### src/assert_macros.svh
// ----------------------------------------------------------------------------
// Assertion macros
// Shared property shorthands for the two-set engine RTL.
// ----------------------------------------------------------------------------
`ifndef ASSERT_MACROS_SVH
`define ASSERT_MACROS_SVH

// Same-cycle implication, held off during reset.
`define CHECK_IMPLIES(label, clk, rst, ante, cons) \
   label: assert property (@(posedge clk) disable iff (rst) (ante) |-> (cons)) \
      else $error("same-cycle check failed");

// Next-cycle implication, held off during reset.
`define CHECK_NEXT(label, clk, rst, ante, cons) \
   label: assert property (@(posedge clk) disable iff (rst) (ante) |=> (cons)) \
      else $error("next-cycle check failed");

`endif

### src/bts_pkg.sv
// ----------------------------------------------------------------------------
// Two-set engine package
// Field widths, operation and status codes, channel and cell control types.
// ----------------------------------------------------------------------------
package bts_pkg;

   localparam int DATA_W       = 32;
   localparam int COUNT_W      = 7;
   localparam int OP_W         = 3;
   localparam int STATUS_W     = 2;
   localparam int CELL_OP_W    = 2;
   localparam int DEF_CAPACITY = 64;
   localparam int GROUP        = 8;

   localparam logic [OP_W-1:0] OP_ADD       = 3'd0;
   localparam logic [OP_W-1:0] OP_REMOVE    = 3'd1;
   localparam logic [OP_W-1:0] OP_QUERY     = 3'd2;
   localparam logic [OP_W-1:0] OP_EQUAL     = 3'd3;
   localparam logic [OP_W-1:0] OP_INTERSECT = 3'd4;
   localparam logic [OP_W-1:0] OP_UNION     = 3'd5;

   localparam logic [STATUS_W-1:0] STAT_OK      = 2'd0;
   localparam logic [STATUS_W-1:0] STAT_PRESENT = 2'd1;
   localparam logic [STATUS_W-1:0] STAT_FULL    = 2'd2;
   localparam logic [STATUS_W-1:0] STAT_ABSENT  = 2'd3;

   localparam logic [CELL_OP_W-1:0] CELL_HOLD   = 2'd0;
   localparam logic [CELL_OP_W-1:0] CELL_WRITE  = 2'd1;
   localparam logic [CELL_OP_W-1:0] CELL_SHIFT  = 2'd2;
   localparam logic [CELL_OP_W-1:0] CELL_ROTATE = 2'd3;

   typedef struct packed {
      logic [OP_W-1:0]          operation;
      logic                     which_set;
      logic signed [DATA_W-1:0] value;
   } req_type;

   typedef struct packed {
      logic [STATUS_W-1:0]      status;
      logic                     flag;
      logic signed [DATA_W-1:0] element;
      logic                     element_valid;
      logic                     last;
      logic [COUNT_W-1:0]       set_count;
   } rsp_type;

   typedef struct packed {
      logic [CELL_OP_W-1:0] a_op;
      logic [CELL_OP_W-1:0] b_op;
      logic                 tgt_b;
      logic                 match_en;
      logic [COUNT_W-1:0]   a_count;
      logic [COUNT_W-1:0]   b_count;
      logic [COUNT_W-1:0]   idx;
      logic [DATA_W-1:0]    key;
   } cell_ctrl_type;

endpackage

### src/bts_cell.sv
// ----------------------------------------------------------------------------
// Two-set engine cell
// Holds entry INDEX of set A and of set B, compares one of them with the key.
// ----------------------------------------------------------------------------
module bts_cell #(
   parameter int INDEX = 0
) (
   input  logic                         clock,
   input  bts_pkg::cell_ctrl_type       ctrl,
   input  logic [bts_pkg::DATA_W-1:0]   a_next,
   input  logic [bts_pkg::DATA_W-1:0]   b_next,
   input  logic [bts_pkg::DATA_W-1:0]   a_first,
   input  logic [bts_pkg::DATA_W-1:0]   b_first,
   output logic [bts_pkg::DATA_W-1:0]   a_value,
   output logic [bts_pkg::DATA_W-1:0]   b_value,
   output logic                         match
);
   import bts_pkg::*;

   localparam logic [COUNT_W-1:0] POS      = COUNT_W'(INDEX);
   localparam logic [COUNT_W-1:0] POS_NEXT = COUNT_W'(INDEX + 1);

   logic [DATA_W-1:0]  a_ff, a_in;
   logic [DATA_W-1:0]  b_ff, b_in;
   logic               match_ff, match_in;
   logic [DATA_W-1:0]  tgt;
   logic [COUNT_W-1:0] tgt_count;

   function automatic logic [DATA_W-1:0] next_entry(
      input logic [CELL_OP_W-1:0] op,
      input logic [DATA_W-1:0]    cur,
      input logic [DATA_W-1:0]    nxt,
      input logic [DATA_W-1:0]    first,
      input logic [COUNT_W-1:0]   count,
      input logic [DATA_W-1:0]    key,
      input logic [COUNT_W-1:0]   idx
   );
      logic [DATA_W-1:0] r;
      r = cur;
      unique case (op)
         CELL_HOLD: begin
            r = cur;
         end
         CELL_WRITE: begin
            if (POS == count) r = key;
         end
         CELL_SHIFT: begin
            if (POS >= idx && POS_NEXT < count) r = nxt;
         end
         CELL_ROTATE: begin
            // The ring closes at the last occupied entry.
            if (POS_NEXT < count) r = nxt;
            else if (POS_NEXT == count) r = first;
         end
      endcase
      return r;
   endfunction

   always_comb begin
      a_in      = next_entry(ctrl.a_op, a_ff, a_next, a_first, ctrl.a_count, ctrl.key,
                             ctrl.idx);
      b_in      = next_entry(ctrl.b_op, b_ff, b_next, b_first, ctrl.b_count, ctrl.key,
                             ctrl.idx);
      tgt       = ctrl.tgt_b ? b_ff : a_ff;
      tgt_count = ctrl.tgt_b ? ctrl.b_count : ctrl.a_count;
      match_in  = ctrl.match_en ? ((tgt == ctrl.key) && (POS < tgt_count)) : match_ff;
   end

   always_ff @(posedge clock) begin
      a_ff     <= a_in;
      b_ff     <= b_in;
      match_ff <= match_in;
   end

   assign a_value = a_ff;
   assign b_value = b_ff;
   assign match   = match_ff;

endmodule

### config.mk
export PLATFORM = sky130hd
export DESIGN_NAME = bts_cell
export DESIGN_NICKNAME = d
export VERILOG_FILES = /design/src/assert_macros.svh /design/src/bts_pkg.sv /design/src/bts_cell.sv
export SDC_FILE = /design/constraint.sdc
export NUM_CORES = 1
export LEC_CHECK = 0
export ABC_AREA = 0
export BUFFER_PORTS_ARGS = -buffer_cell sky130_fd_sc_hd__clkbuf_2
export CAP_MARGIN = 20
export CORE_MARGIN = 4
export CORE_UTILIZATION = 45
export CTS_BUF_LIST = sky130_fd_sc_hd__clkbuf_4
export DETAILED_ROUTE_END_ITERATION = 6
export PLACE_DENSITY = 0.83
export SLEW_MARGIN = 20
export SYNTH_ARGS = -nofsm -noshare
export SYNTH_HDL_FRONTEND = slang
export SYNTH_SLANG_ARGS = --single-unit
export TNS_END_PERCENT = 30
### constraint.sdc
create_clock -name clock -period 5.5 [get_ports clock]
set_input_delay 0.275 -clock clock [delete_from_list [all_inputs] [get_ports clock]]
set_output_delay 0.275 -clock clock [all_outputs]
set_load 0.1 [all_outputs]
---- After elaboration in Yosys (flattened, before gate mapping) ----
Index checks and enable logic that the tools add are counted.
storage, ports and cells
  bits in writable memories ............... 0
  register bits after elaboration ......... 65
  memories ................................ 0
  memory bits (read-only) ................. 0
  output and inout bits ................... 65
  bits in latches ......................... 0
operators by class
  $mul .................................... 0
  div/mod/pow operators ................... 0
  shift operators ......................... 0
  order comparisons ....................... 4
  reduce and logical (&&, ||, !) cells .... 9
  bitwise operators ....................... 2
  add/sub/neg operators ................... 0
  mux-type cells .......................... 12
  equal/unequal tests ..................... 15
operators with widths
  operator            number
  $mux 32             9
  $pmux 32 s3         2
  $eq 32x32->1        1
  $lt 1x7->1 const A  3
  $eq 1x7->1 const A  2
  $logic_not 7->1     2
  $eq 2x2->1 const B  4
  $ne 2x2->1 const B  4
  $reduce_and 4->1    2
  $ge 1x7->1 const A  1
  $mux 7              1
  $ne 3x3->1 const B  2
  $eq 2x1->1 const B  2
  $logic_not 2->1     2
  $logic_and 1x1->1   3
  $not 1->1           2

---- Logic depth before layout (Yosys ltp) ----
  depth in word-level cells ............... 4
  gate-level depth with buffers ........... 7
  gate-level depth less buffers ........... 5

---- Least setup slack after synthesis ----
No wires, ideal clock.
  kind .................................... input to register
  from .................................... in ctrl[42] (netlist name)
  to ...................................... reg b_ff[0] (netlist: b_value[0]) (enable)
  cell stages on the path ................. 5
  arrival time ............................ 3,705 ps
  setup slack ............................. 1,325 ps
  path buffers ............................ 1
  cell sequence ........................... or4_4 > nor3_4 > nand2_4 > buf_6 > o31ai_1
on the way
  cells in the longest elaborated chain, start to end .. 4
RTL lines
  item                          line                            RTL
  start, declared               bts_cell.sv:9                   input bts_pkg::cell_ctrl_type ctrl,
  $lt 1x7->1                    bts_cell.sv:48, bts_cell.sv:52
  $logic_and 1x1->1             bts_cell.sv:48                  if (POS >= idx && POS_NEXT < count) r = nxt;
  $ne 2x2->1 (no line)          --
  $reduce_and 4->1 (no line) *  --
  end signal, assigned          bts_cell.sv:71                  b_ff <= b_in;
  end, declared                 bts_cell.sv:24                  logic [DATA_W-1:0] b_ff, b_in;
Mark *: on every way between the ends. The rest lies on a longest branch, timed or not.
A chain may end at the register's enable or synchronous reset.

---- Worst setup path in the final report ----
  from .................................... in ctrl[42] (netlist name)
  to ...................................... reg b_ff[2] (netlist: b_value[2]) (enable)
The elaborated chain is that of the path after synthesis.

==> parameters.txt <==
Parameter                              Value

STA
  Number of setup violations in the final report    0
  Setup repair after global routing missed its margin    no
  Max-slew headroom    0.283
  Share of the clock period used by the worst path after layout    0.491
  Worst Tran Pin Value    between 1000 and 1500 ps
  Number of hold violations in the final report    0
  Min cycle time layout    2700 ps
  Setup clock skew after layout    15.5 ps
  Final slew viol count    0
  Max frequency    0.371 GHz
  Total negative slack for setup checks    0 ps

Floorplan
  Number of rows created at floorplan    34
  Die outline area    10800 um2
  Initial standard-cell utilization of the core    0.468
  Die Y-Extent    104 um
  Number of placed I/O pins    about 250
  Core footprint    8850 um2
  Chip Width    ~100 um

Worst setup path
  Critical path class    input port to flop
  Critical path required time    roughly 5600 ps
  Critical-path maximum fanout    33
  Kind of capture point of the worst setup path    flop
  Arr. time, crit path    2770 ps
  Critical Path Source Type    input port

Place
  Post-DP HPWL    10200 um
  Global placement routability congestion    0.824
  IO Port Bufs    252
  Placed Instance Area    5430 um2

CTS
  Clock-pin slew on the worst setup and hold paths    ~110 ps
  CTS tree    built
  Post-cts gate resize count    0
  Number of levels in the clock H-tree    3
  CTS Root Cell    sky130_fd_sc_hd__clkbuf_4
  Num CTS Buffers    9
  Latest clock arrival within the worst-skew pair    390 ps
  Largest buffer count on any clock path    2
  Clock sink count    65
  Setup fix buffers added after clock tree synthesis    0
  Post-CTS Hold Buffers    0

Synthesis
  Number of distinct library cells after synthesis    28
  Share of synthesized registers carrying an async set or reset    0
  Syn_area_per_cell    11.1 um2
  Biggest area consumer among synthesized cells    sky130_fd_sc_hd__edfxtp_1
  Cell count after synthesis    375
  Dominant combinational cell family by area after synthesis    multiplexers
  Basic-gate share of the synthesized area counting and, or, nand and nor cells    0.104
  Cell with the most instances after synthesis    sky130_fd_sc_hd__mux2i_1
  Commonest cells post-synth    96 x sky130_fd_sc_hd__mux2i_1, 65 x sky130_fd_sc_hd__edfxtp_1, 64 x sky130_fd_sc_hd__a21oi_1, 64 x sky130_fd_sc_hd__nor2_1, 24 x sky130_fd_sc_hd__xnor2_1
  Share of the synthesized area in the top cell type    0.471
  Most used DFF post-synth    sky130_fd_sc_hd__edfxtp_1
  Number of enable-type register cells in the synthesized netlist    65
  Sequential area share after synthesis    0.471
  Synthesis-stage register bit count    65
  Xor and xnor area share after synthesis    0.0676
  Mux contribution to synthesized area    0.232
  Top post-synthesis cells by area    sky130_fd_sc_hd__edfxtp_1 47%, sky130_fd_sc_hd__mux2i_1 23%, sky130_fd_sc_hd__a21oi_1 7.7%
  Compound-cell area share of the yosys netlist    0.0878
  Adder-cell share of the synthesized area    0
  Cell area after synthesis    4150 um2
  Nets in the synthesized netlist    approximately 560
  Synth warn    0

Cells and area
  Number of nets at the end of the flow    806
  Antenna diodes    0
  P&R area growth vs syn    34.7%
  Fraction of layout cells with a size suffix above 1    0.450
  Final Instance Area    5580 um2
  Number of filler instances in the final layout    781

Power and ir drop
  Static Leakage    a little under 3 nW
  VDD IR max    between 0.1 and 0.15 mV
  Power density cells    260 nW/um2

Routing
  Routed length per placed instance    roughly 18 um
  Number of detailed-route iterations in the first pass    5
  Total Wirelength    13100 um
  First DRT Iteration DRCs    roughly 150
  Drt via density    between 5 and 6
  Vias after detailed routing    3884
  Post-route DRC    0
  Final antenna-violating net count    0

Worst hold path
  Class of the worst hold path    input port to flop

Global routing
  Wire length of the first global-routing pass    between 20000 and 25000 um
  Number of antenna violations at the first check in global routing    0
  Grt total ovfl    0
  GRT Overall Usage    0.235
  Number of global-route vias before repair    4155
  Maximum number of pins on one net before global-route repair    67

Run
  Max-capacitance violation count    0

Status
  Result of the run    finished clean
[cell type report]
| class | instances | area (um2) | share of cell area |
|---|---|---|---|
| well taps | 108 | 135 | 0.0242 |
| clock inverters | 5 | 47.5 | 0.00852 |
| repair buffers | 256 | 1310 | 0.235 |
| clock buffers | 10 | 75.1 | 0.0134 |
| flip-flops and latches | 65 | 1950 | 0.350 |
| multi-input cells | 286 | 2060 | 0.369 |
[critical path, stage by stage]
cell,delay (ps)
sky130_fd_sc_hd__clkbuf_2,80
sky130_fd_sc_hd__or4_4,540
sky130_fd_sc_hd__nor3_4,200
sky130_fd_sc_hd__nand2_4,400
sky130_fd_sc_hd__o31ai_4,880
sky130_fd_sc_hd__buf_4,390
[per-layer routing]
layer / GRT usage / wire [um] / up-vias
met2: 0.440 / 7080 / 175
met5: 0 / 0 / -
met3: 0.0497 / 980 / 13
met4: 0.0636 / 122 / 0
li1: - / - / 1882
met1: 0.268 / 4960 / 1814
[path summary, 6_finish.rpt]
kind	from	slack, ps	depth (start not counted)	endpoint
setup / recovery	ctrl[42]	2800	6	b_value[2]
hold / removal	ctrl[53]	90	1	match
setup reg to reg	a_value[9]	3860	5	match
hold reg to reg	a_value[6]	890	4	match
[cell families (layout without fill, tap and decap cells)]
logic type / count (synthesis) / count (layout)
muxes: 96 / 96
and+or+nand+nor: 88 / 88
AOI/OAI and AO/OA: 70 / 70
DFF: 65 / 65
xor gates and xnor gates: 32 / 32
buffers and inverters: 24 / 271
[cell usage in the layout (no fill, tap or decap), drive strengths merged, types with 2 or more instances in the layout]
cell / netlist / final
nor2: 64 / 64
edfxtp: 65 / 65
mux2i: 96 / 96
o21ai: 2 / 2
a21oi: 64 / 64
clkinv: 0 / 4
buf: 11 / 4
or4: 3 / 3
nor3: 3 / 3
nand4: 3 / 3
clkbuf: 13 / 262
xor2: 8 / 8
nor4: 8 / 8
xnor2: 24 / 24
nand2: 5 / 5
[power breakdown]
part           switching (mW)  total (mW)  internal (mW)
sequential             0.0212       0.614          0.592
clock                   0.165       0.302          0.137
combinational           0.402       0.538          0.136
total                   0.588        1.45          0.866
[flip-flops by register name, indices dropped and copies added, names as in the netlist]
| signal | flops |
|---|---|
| a_value | 32 |
| b_value | 32 |
| match | 1 |
[stage by stage]
stage	hold slack (ps)	total power, mW	worst slack (ps)	cells	util
floorplan	387	1.01	1320	375	-
global placement	477	1.15	2480	714	0.614
detailed placement	482	1.16	2370	714	0.614
CTS	53.2	1.46	2800	729	0.628
global route	61.0	1.52	2690	730	0.631
finish	91.5	1.45	2800	730	0.631
(Power assumes the default switching activity.)
