`src/assert_macros.svh`:
```
// ----------------------------------------------------------------------------
// Assertion macros
// Shared property shorthands for the two-set engine RTL.
// ----------------------------------------------------------------------------
`ifndef ASSERT_MACROS_SVH
`define ASSERT_MACROS_SVH

// Same-cycle implication, held off during reset.
`define CHECK_IMPLIES(label, clk, rst, ante, cons) \
   label: assert property (@(posedge clk) disable iff (rst) (ante) |-> (cons)) \
      else $error("same-cycle check failed");

// Next-cycle implication, held off during reset.
`define CHECK_NEXT(label, clk, rst, ante, cons) \
   label: assert property (@(posedge clk) disable iff (rst) (ante) |=> (cons)) \
      else $error("next-cycle check failed");

`endif

```
`src/bts_pkg.sv`:
```
// ----------------------------------------------------------------------------
// Two-set engine package
// Field widths, operation and status codes, channel and cell control types.
// ----------------------------------------------------------------------------
package bts_pkg;

   localparam int DATA_W       = 32;
   localparam int COUNT_W      = 7;
   localparam int OP_W         = 3;
   localparam int STATUS_W     = 2;
   localparam int CELL_OP_W    = 2;
   localparam int DEF_CAPACITY = 64;
   localparam int GROUP        = 8;

   localparam logic [OP_W-1:0] OP_ADD       = 3'd0;
   localparam logic [OP_W-1:0] OP_REMOVE    = 3'd1;
   localparam logic [OP_W-1:0] OP_QUERY     = 3'd2;
   localparam logic [OP_W-1:0] OP_EQUAL     = 3'd3;
   localparam logic [OP_W-1:0] OP_INTERSECT = 3'd4;
   localparam logic [OP_W-1:0] OP_UNION     = 3'd5;

   localparam logic [STATUS_W-1:0] STAT_OK      = 2'd0;
   localparam logic [STATUS_W-1:0] STAT_PRESENT = 2'd1;
   localparam logic [STATUS_W-1:0] STAT_FULL    = 2'd2;
   localparam logic [STATUS_W-1:0] STAT_ABSENT  = 2'd3;

   localparam logic [CELL_OP_W-1:0] CELL_HOLD   = 2'd0;
   localparam logic [CELL_OP_W-1:0] CELL_WRITE  = 2'd1;
   localparam logic [CELL_OP_W-1:0] CELL_SHIFT  = 2'd2;
   localparam logic [CELL_OP_W-1:0] CELL_ROTATE = 2'd3;

   typedef struct packed {
      logic [OP_W-1:0]          operation;
      logic                     which_set;
      logic signed [DATA_W-1:0] value;
   } req_type;

   typedef struct packed {
      logic [STATUS_W-1:0]      status;
      logic                     flag;
      logic signed [DATA_W-1:0] element;
      logic                     element_valid;
      logic                     last;
      logic [COUNT_W-1:0]       set_count;
   } rsp_type;

   typedef struct packed {
      logic [CELL_OP_W-1:0] a_op;
      logic [CELL_OP_W-1:0] b_op;
      logic                 tgt_b;
      logic                 match_en;
      logic [COUNT_W-1:0]   a_count;
      logic [COUNT_W-1:0]   b_count;
      logic [COUNT_W-1:0]   idx;
      logic [DATA_W-1:0]    key;
   } cell_ctrl_type;

endpackage

```
`src/bts_reduce.sv`:
```
// ----------------------------------------------------------------------------
// Two-set engine match reduction
// Registers per-group hit bits and the encoded position of the matching cell.
// ----------------------------------------------------------------------------
module bts_reduce #(
   parameter int CAPACITY = bts_pkg::DEF_CAPACITY
) (
   input  logic                                                  clock,
   input  logic                                                  en,
   input  logic [CAPACITY-1:0]                                   match,
   output logic [(CAPACITY+bts_pkg::GROUP-1)/bts_pkg::GROUP-1:0] grp,
   output logic [((CAPACITY > 1) ? $clog2(CAPACITY) : 1)-1:0]    idx
);
   import bts_pkg::*;

   localparam int NG = (CAPACITY + GROUP - 1) / GROUP;
   localparam int IW = (CAPACITY > 1) ? $clog2(CAPACITY) : 1;

   logic [NG-1:0] grp_ff, grp_in;
   logic [IW-1:0] idx_ff, idx_in;

   // Entries are distinct, so at most one bit is set and OR-ing positions encodes it.
   always_comb begin
      grp_in = '0;
      idx_in = '0;
      for (int i = 0; i < CAPACITY; i++) begin
         if (match[i]) begin
            grp_in[i / GROUP] = 1'b1;
            idx_in            = idx_in | IW'(i);
         end
      end
   end

   always_ff @(posedge clock) begin
      if (en) begin
         grp_ff <= grp_in;
         idx_ff <= idx_in;
      end
   end

   assign grp = grp_ff;
   assign idx = idx_ff;

endmodule

```
`config.mk`:
```
export PLATFORM = sky130hd
export DESIGN_NAME = bts_reduce
export DESIGN_NICKNAME = d
export VERILOG_FILES = /design/src/assert_macros.svh /design/src/bts_pkg.sv /design/src/bts_reduce.sv
export SDC_FILE = /design/constraint.sdc
export NUM_CORES = 1
export LEC_CHECK = 0
export BUFFER_PORTS_ARGS = -buffer_cell sky130_fd_sc_hd__buf_4
export CAP_MARGIN = 0
export CORE_ASPECT_RATIO = 0.6
export CORE_UTILIZATION = 30
export DETAILED_ROUTE_END_ITERATION = 8
export PLACE_DENSITY_LB_ADDON = 0.25
export SKIP_CTS_REPAIR_TIMING = 1
export SLEW_MARGIN = 10
export SYNTH_ARGS = -nofsm -noshare
export SYNTH_HDL_FRONTEND = slang
export SYNTH_SLANG_ARGS = --single-unit
```
`constraint.sdc`:
```
create_clock -name clock -period 1.2 [get_ports clock]
set_input_delay 0.06 -clock clock [delete_from_list [all_inputs] [get_ports clock]]
set_output_delay 0.06 -clock clock [all_outputs]
set_load 0.03 [all_outputs]
```
Yosys cells after proc, flatten, opt, wreduce, memory -nomap -nowiden. Index checks and enable logic that the tools add are counted.

Mux-type cells: 65. Reductions and logical operators: 13.

Operators with widths (number): $mux W5 (16); $mux W4 (16); $reduce_or A7 Y1 (8); $mux W3 (12); $reduce_or A32 Y1 (1); $mux W2 (8); $reduce_or A16 Y1 (1); $mux W1 (13); $reduce_or A8 Y1 (1); $reduce_or A4 Y1 (1); $reduce_or A2 Y1 (1).

Flip-flop bits (word level): 14. Word-level logic and storage cells: 92. Input port bits: 66. Output and inout port bits: 14.

Longest topological paths before layout. Gate-level depths: netlist (run 1).

Word-level depth: 57. Gate-level depth with buffers: 3. Mapped depth without buffers: 3.

Worst setup path after synthesis (run 1). No wires, ideal clock.

Path type: input to register. Start point: in match[58]. End point: reg idx_ff[3], in the netlist idx[3], data pin. Arrival: 940 ps. Setup time: 272 ps. Path buffers: 0. Required time: 928 ps. Path slack: -12 ps. Stages on the path: 3. Path through: nor4_1 nand2_2 or4_1.

Longest elaborated chain between the ends: 1.

Ends and longest elaborated chain: from (decl) (line bts_reduce.sv:10) `input logic [CAPACITY-1:0] match,`; $reduce_or A8 Y1 (no line); to (signal assigned) (line bts_reduce.sv:37) `idx_ff <= idx_in;`; to (decl) (line bts_reduce.sv:20) `logic [IW-1:0] idx_ff, idx_in;`.

Every way passes these cells. A chain may end at the register's enable or synchronous reset.

Worst setup path after layout (run 1).
Start point: in match[49]. End point: reg idx_ff[4], in the netlist idx[4], data pin.

Longest elaborated chain between the ends: 1.

Ends and longest elaborated chain: $reduce_or A16 Y1 (no line).

Every way passes these cells.

==> results of run 1 <==
==> tightest hold or removal path, stage by stage <==
cell     delay, ps
buf_4           70
nor4_1          60
nand2_1         50
==> cell families (layout without fill, tap and decap cells) <==
group | Yosys count | after routing | share of synthesized area, %
buffers and inverters | 0 | 101 | 0
and+or+nand+nor | 52 | 52 | 42.6
DFF | 14 | 14 | 57.4
==> final timing paths <==
| path | slack (ps) | end | from |
|---|---|---|---|
| setup / recovery | 20 | idx[4] | match[49] |
| hold / removal | 110 | grp[0] | match[4] |
==> state kept, by name (all words and copies together) (netlist names) <==
signal / count
idx: 6
grp: 8
==> per-stage QoR <==
step	cell area [um^2]	hold WS [ps]	cells	TNS [ps]	setup slack, ps
final	1590	108	197	0	19.3
after global routing	1590	120	197	0	0.592
after CTS	1560	108	196	-1.48	-1.48
after detailed placement	1520	351	193	-1190	-254
after global placement	1520	351	193	-1130	-238
after floorplan	756	172	66	0	2.13
==> cell type report <==
| type | count | area (um^2) |
|---|---|---|
| clock buffer | 3 | 41.3 |
| fill | 184 | 637 |
| multi-input combinational | 52 | 357 |
| sequential | 14 | 420 |
| tap | 30 | 37.5 |
| timing repair buffer | 98 | 736 |
==> cell usage in the layout (no fill, tap or decap), types with 4 or more instances in the layout <==
cell,netlist,layout
nor4_1,20,17
edfxtp_1,14,14
nor3_1,5,5
buf_4,0,98
nand2_1,7,7
nand3_1,4,4
==> power by group through the flow <==
| stage | clock [mW] | combinational (mW) | sequential (mW) |
|---|---|---|---|
| global route | 0.386 | 0.391 | 0.571 |
| detailed placement | 0 | 0.360 | 0.579 |
| CTS | 0.370 | 0.361 | 0.569 |
| finish | 0.364 | 0.368 | 0.569 |
| global placement | 0 | 0.354 | 0.578 |
| floorplan | 0 | 0.0266 | 0.633 |
==> routing by layer <==
| metal | GRT usage [%] | part of all wire, % | vias up |
|---|---|---|---|
| met2 | 43.4 | 50 | 62 |
| met3 | 5.68 | 8.0 | 2 |
| met5 | 0 | 0 | - |
| li1 | - | - | 486 |
| met4 | 3.80 | 0.42 | 0 |
| met1 | 27.7 | 42 | 469 |
==> summary.md, run 1 <==
| Metric | Value |
|---|---|
| Unrepaired setup endpoints after global routing | false |
| Die area | 0.00265 mm^2 |
| Die height | 40.3 um |
| Logic pwr share | 28.3% |
| Share of layout cells above drive strength 1 | 64.7% |
| Maxcap violations | 0 |
| Net count, final | 235 |
| Class of the worst hold path | primary input to flop |
| Worst path max stage delay | 530 ps |
| Bufs and invs on worst path | 1 |
| Synth cell count leaders | 20 x nor4_1, 14 x edfxtp_1, 7 x nand2_1, 5 x nor3_1, 4 x nand3_1 |
| Pin count of the biggest net entering global routing | 15 |
| Clock share of power | 28.0% |
| Lkg Pwr | 0.663 nW |
| CTS sink cnt | 14 |
| Core Area | 0.00223 mm^2 |
| Asr flop ratio synth | 0% |
| Worst slew margin | 71.1% |
| Peak supply drop | 0.398 mV |
| Port Buffers | 79 |
| Critical path required time | 1170 ps |
| Crit start category | primary input |
| Initial antenna violation count | 0 |
| Worst Max-Slew Pin Slew | 430 ps |
| Global-route wire length before repair | 4320 um |
| CP endpoint kind | flop |
| Switching share of power | 23.9% |
| Clock root buffer | clkbuf_8 |
| Total Routing Usage GR | 23.0% |
| Syn. warnings | 0 |
| Drt initial violations | 72 |
| CTS Buf Count | 3 |
| Seq pwr share | 43.7% |
| Drt wl/cell | 14.5 um |
| Crit-path max FO | 3 |
| Int Pwr | 990 uW |
| Initial Utilization | 32.8% |
| Post-synth EDFFs | 14 |
| Avg Inst Size Synth | 11.1 um^2 |
| Hold Path Depth | 3 |
| Area Overhead vs Synth | 117% |
| PnR Total Power | 1.30 mW |
| Remaining Overflow, GRT | 0 |
| CTS tree | built |
| Antenna diode count | 0 |
| Final core occ | 71.4% |
| Switch Pwr | 311 uW |
| Antenna Nets Post-Route | 0 |
| Synth area leaders | edfxtp_1 57%, nor4_1 17%, nor4_2 5.1% |
| Longest Clk Path Bufs | 2 |
| Leading area contributor after synthesis | edfxtp_1 |
| F_max | 0.847 GHz |
| Clock-pin slew on the worst setup and hold paths | 50 ps |
| Ys flop type | edfxtp_1 |
| Kind of critical path | primary input to flop |
| Critical-path cell list | buf_4, nor4_1, nand2_1, or4_1 |
| DR vias/cell | 5.17 |
| Synth unique cells | 11 |
| Fin. max-slew vios | 0 |
| Row cnt | 13 |
| Vias in the first global route | 972 |
| Top-area cell type share of the netlist area | 57.4% |
| Die Width | 65.8 um |
| Final Cycle Share | 98.4% |
| DR DRC count | 0 |
| WP depth | 4 |
| Via count | 1019 |
| CP delay by family, top | simple AND/OR/NAND/NOR gates |
| Clock period minus worst slack | 1180 ps |
| H-tree Lvls | 1 |
| Seq cells post-synth | 14 |
| Hold Violations, Final | 0 |
| Worst Path Arrival | 1150 ps |
| Detailed Route WL | 2850 um |
| IO Count | 80 |
| DP HPWL | 2550 um |
| Slowest cell on crit path | or4_1 |
| Routability Congestion | 0.944 |
| Post-Syn Area | 732 um^2 |
| Mapped Cells | 66 |
| Sequential area share after synthesis | 57.4% |
| Final setup vio count | 0 |
| Most frequent cell after synthesis | nor4_1 |
| Status | finished clean |
| Mapped Nets | 132 |
| Cell area power density | 818 mW/mm^2 |
| Drt pass-1 iters | 4 |
No activity file was read; power rests on OpenSTA's default activity.
==> run 2: changes to the inputs <==
CAP_MARGIN = default   (was 0)
MAX_ROUTING_LAYER = met4   (was default)
SLEW_MARGIN = default   (was 10)
==> run 2 against run 1 <==
Net effect: final area grew 0.63%; hold slack gained 1.6 ps; largest power group unchanged; the run now ends with negative setup slack left; sequential power is essentially flat; critical path type unchanged; clock power shrank 2%.
==> summary.md, run 2 (synthesis gave the netlist of run 1 again) <==
| Metric | Value |
|---|---|
| Row cnt | 13 |
| Global-route wire length before repair | 4520 um |
| Peak supply drop | 0.406 mV |
| Initial antenna violation count | 0 |
| Kind of critical path | primary input to flop |
| Hold Violations, Final | 0 |
| Crit-path max FO | 3 |
| H-tree Lvls | 1 |
| Remaining Overflow, GRT | 0 |
| Drt pass-1 iters | 4 |
| Die height | 40.3 um |
| Clock-pin slew on the worst setup and hold paths | 50 ps |
| Fin. max-slew vios | 0 |
| Antenna Nets Post-Route | 0 |
| Die Width | 65.8 um |
| Class of the worst hold path | primary input to flop |
| Number of flip-flops in the largest register | 8 |
| CTS sink cnt | 14 |
| CP endpoint kind | flop |
| Vias in the first global route | 1074 |
| CTS Buf Count | 3 |
| Final setup vio count | 1 |
| End point of the worst hold path | grp[0] |
| Clock period minus worst slack | 1210 ps |
| Area taken by flip-flops and latches | 420 um^2 |
| PnR Total Power | 1.30 mW |
| Port Buffers | 79 |
| Bufs and invs on worst path | 1 |
| Worst path max stage delay | 570 ps |
| CTS tree | built |
| Longest Clk Path Bufs | 2 |
| Multi-input logic area | 382 um^2 |
| Unrepaired setup endpoints after global routing | true |
| Cell area power density | 814 mW/mm^2 |
| Status | finished, violations left |
| Failing checks | negative setup slack |
| Area Overhead vs Synth | 119% |
| CP delay by family, top | simple AND/OR/NAND/NOR gates |
| Worst slew margin | 70.8% |
| Maxcap violations | 0 |
| Slowest cell on crit path | or4_4 |
| Core Area | 0.00223 mm^2 |
| Fillcell total | 166 |
| Clock root buffer | clkbuf_8 |
| Die area | 0.00265 mm^2 |
| Final Cycle Share | 101% |
| Hold path startpoint | match[4] |
| Critical path required time | 1170 ps |
| Lkg Pwr | 0.658 nW |
| Share of layout cells above drive strength 1 | 66.1% |
| Hold Path Depth | 3 |
| Antenna diode count | 0 |
| Net count, final | 233 |
| Post-route setup slack | -13.1 ps |
| Via count | 1017 |
| Detailed Route WL | 2990 um |
| DR DRC count | 0 |
| DP HPWL | 2570 um |
| Total Routing Usage GR | 24.5% |
| Critical-path cell list | buf_4, nor4_4, nand2_1, or4_4 |
| Drt initial violations | 48 |
| CP startpoint | match[50] |
| Setup Slack @ Placement | -309 ps |
| IO Count | 80 |
| Crit start category | primary input |
| Initial Utilization | 32.8% |
| F_max | 0.824 GHz |
| DR vias/cell | 5.22 |
| Worst Path Arrival | 1190 ps |
| Drt wl/cell | 15.3 um |
| Worst Max-Slew Pin Slew | 433 ps |
| Pin count of the biggest net entering global routing | 15 |
| Routability Congestion | 0.961 |
| Commonest non-fill, non-tap cell in the layout | buf_4 |
| Commonest non-fill, non-tap cells in the layout | 96 x buf_4, 15 x nor4_1, 14 x edfxtp_1 |
-- run 2: cell types whose count changed in the layout (fill, tap and decap cells not counted) --
cell / change
or4_1: -1
nor4_2: +1
or4_4: +1
nor4_4: +1
nor4_1: -2
buf_4: -2
-- run 2: through the flow --
step / setup TNS [ps] / area, um^2 / hold WS [ps] / std cells / util (%)
after floorplan: 0 / 756 / 172 / 66 / -
after global placement: -1130 / 1510 / 352 / 192 / 67.9
after detailed placement: -1260 / 1510 / 347 / 192 / 67.9
after CTS: -68.9 / 1560 / 105 / 195 / 69.8
after global routing: -159 / 1600 / 118 / 195 / 71.9
final: -13.1 / 1600 / 109 / 195 / 71.9
-- run 2: routing by layer --
metal | share of wire, % | wire, um | up-vias | global-route usage [%]
met5 | 0 | 0 | - | -
met4 | 1.1 | 34 | 0 | 5.43
met3 | 8.4 | 252 | 4 | 7.67
met2 | 50 | 1490 | 59 | 47.7
met1 | 41 | 1220 | 472 | 25.1
li1 | - | - | 482 | -
-- run 2: worst max path at each step --
| stage | end | depth (start not counted) | slack, ps |
|---|---|---|---|
| floorplan | idx[4] | 3 | 2 |
| global placement | idx[4] | 4 | -240 |
| detailed placement | idx[4] | 4 | -310 |
| CTS | idx[4] | 4 | -50 |
| global route | idx[4] | 4 | -140 |
| finish | idx[4] | 4 | -10 |
-- run 2: area by class of cell --
cell class              count  area share (%)
well taps                  30            2.34
clock buffers               3            2.58
multi-input cells          52            23.8
flip-flops and latches     14            26.2
repair buffers             96            45.0
-- run 2: report_power, final --
part           leakage, nW  total (mW)  internal (mW)  switching, mW
clock network       0.0216       0.358          0.220          0.138
registers            0.141       0.570          0.562        0.00756
logic                0.495       0.375          0.207          0.168
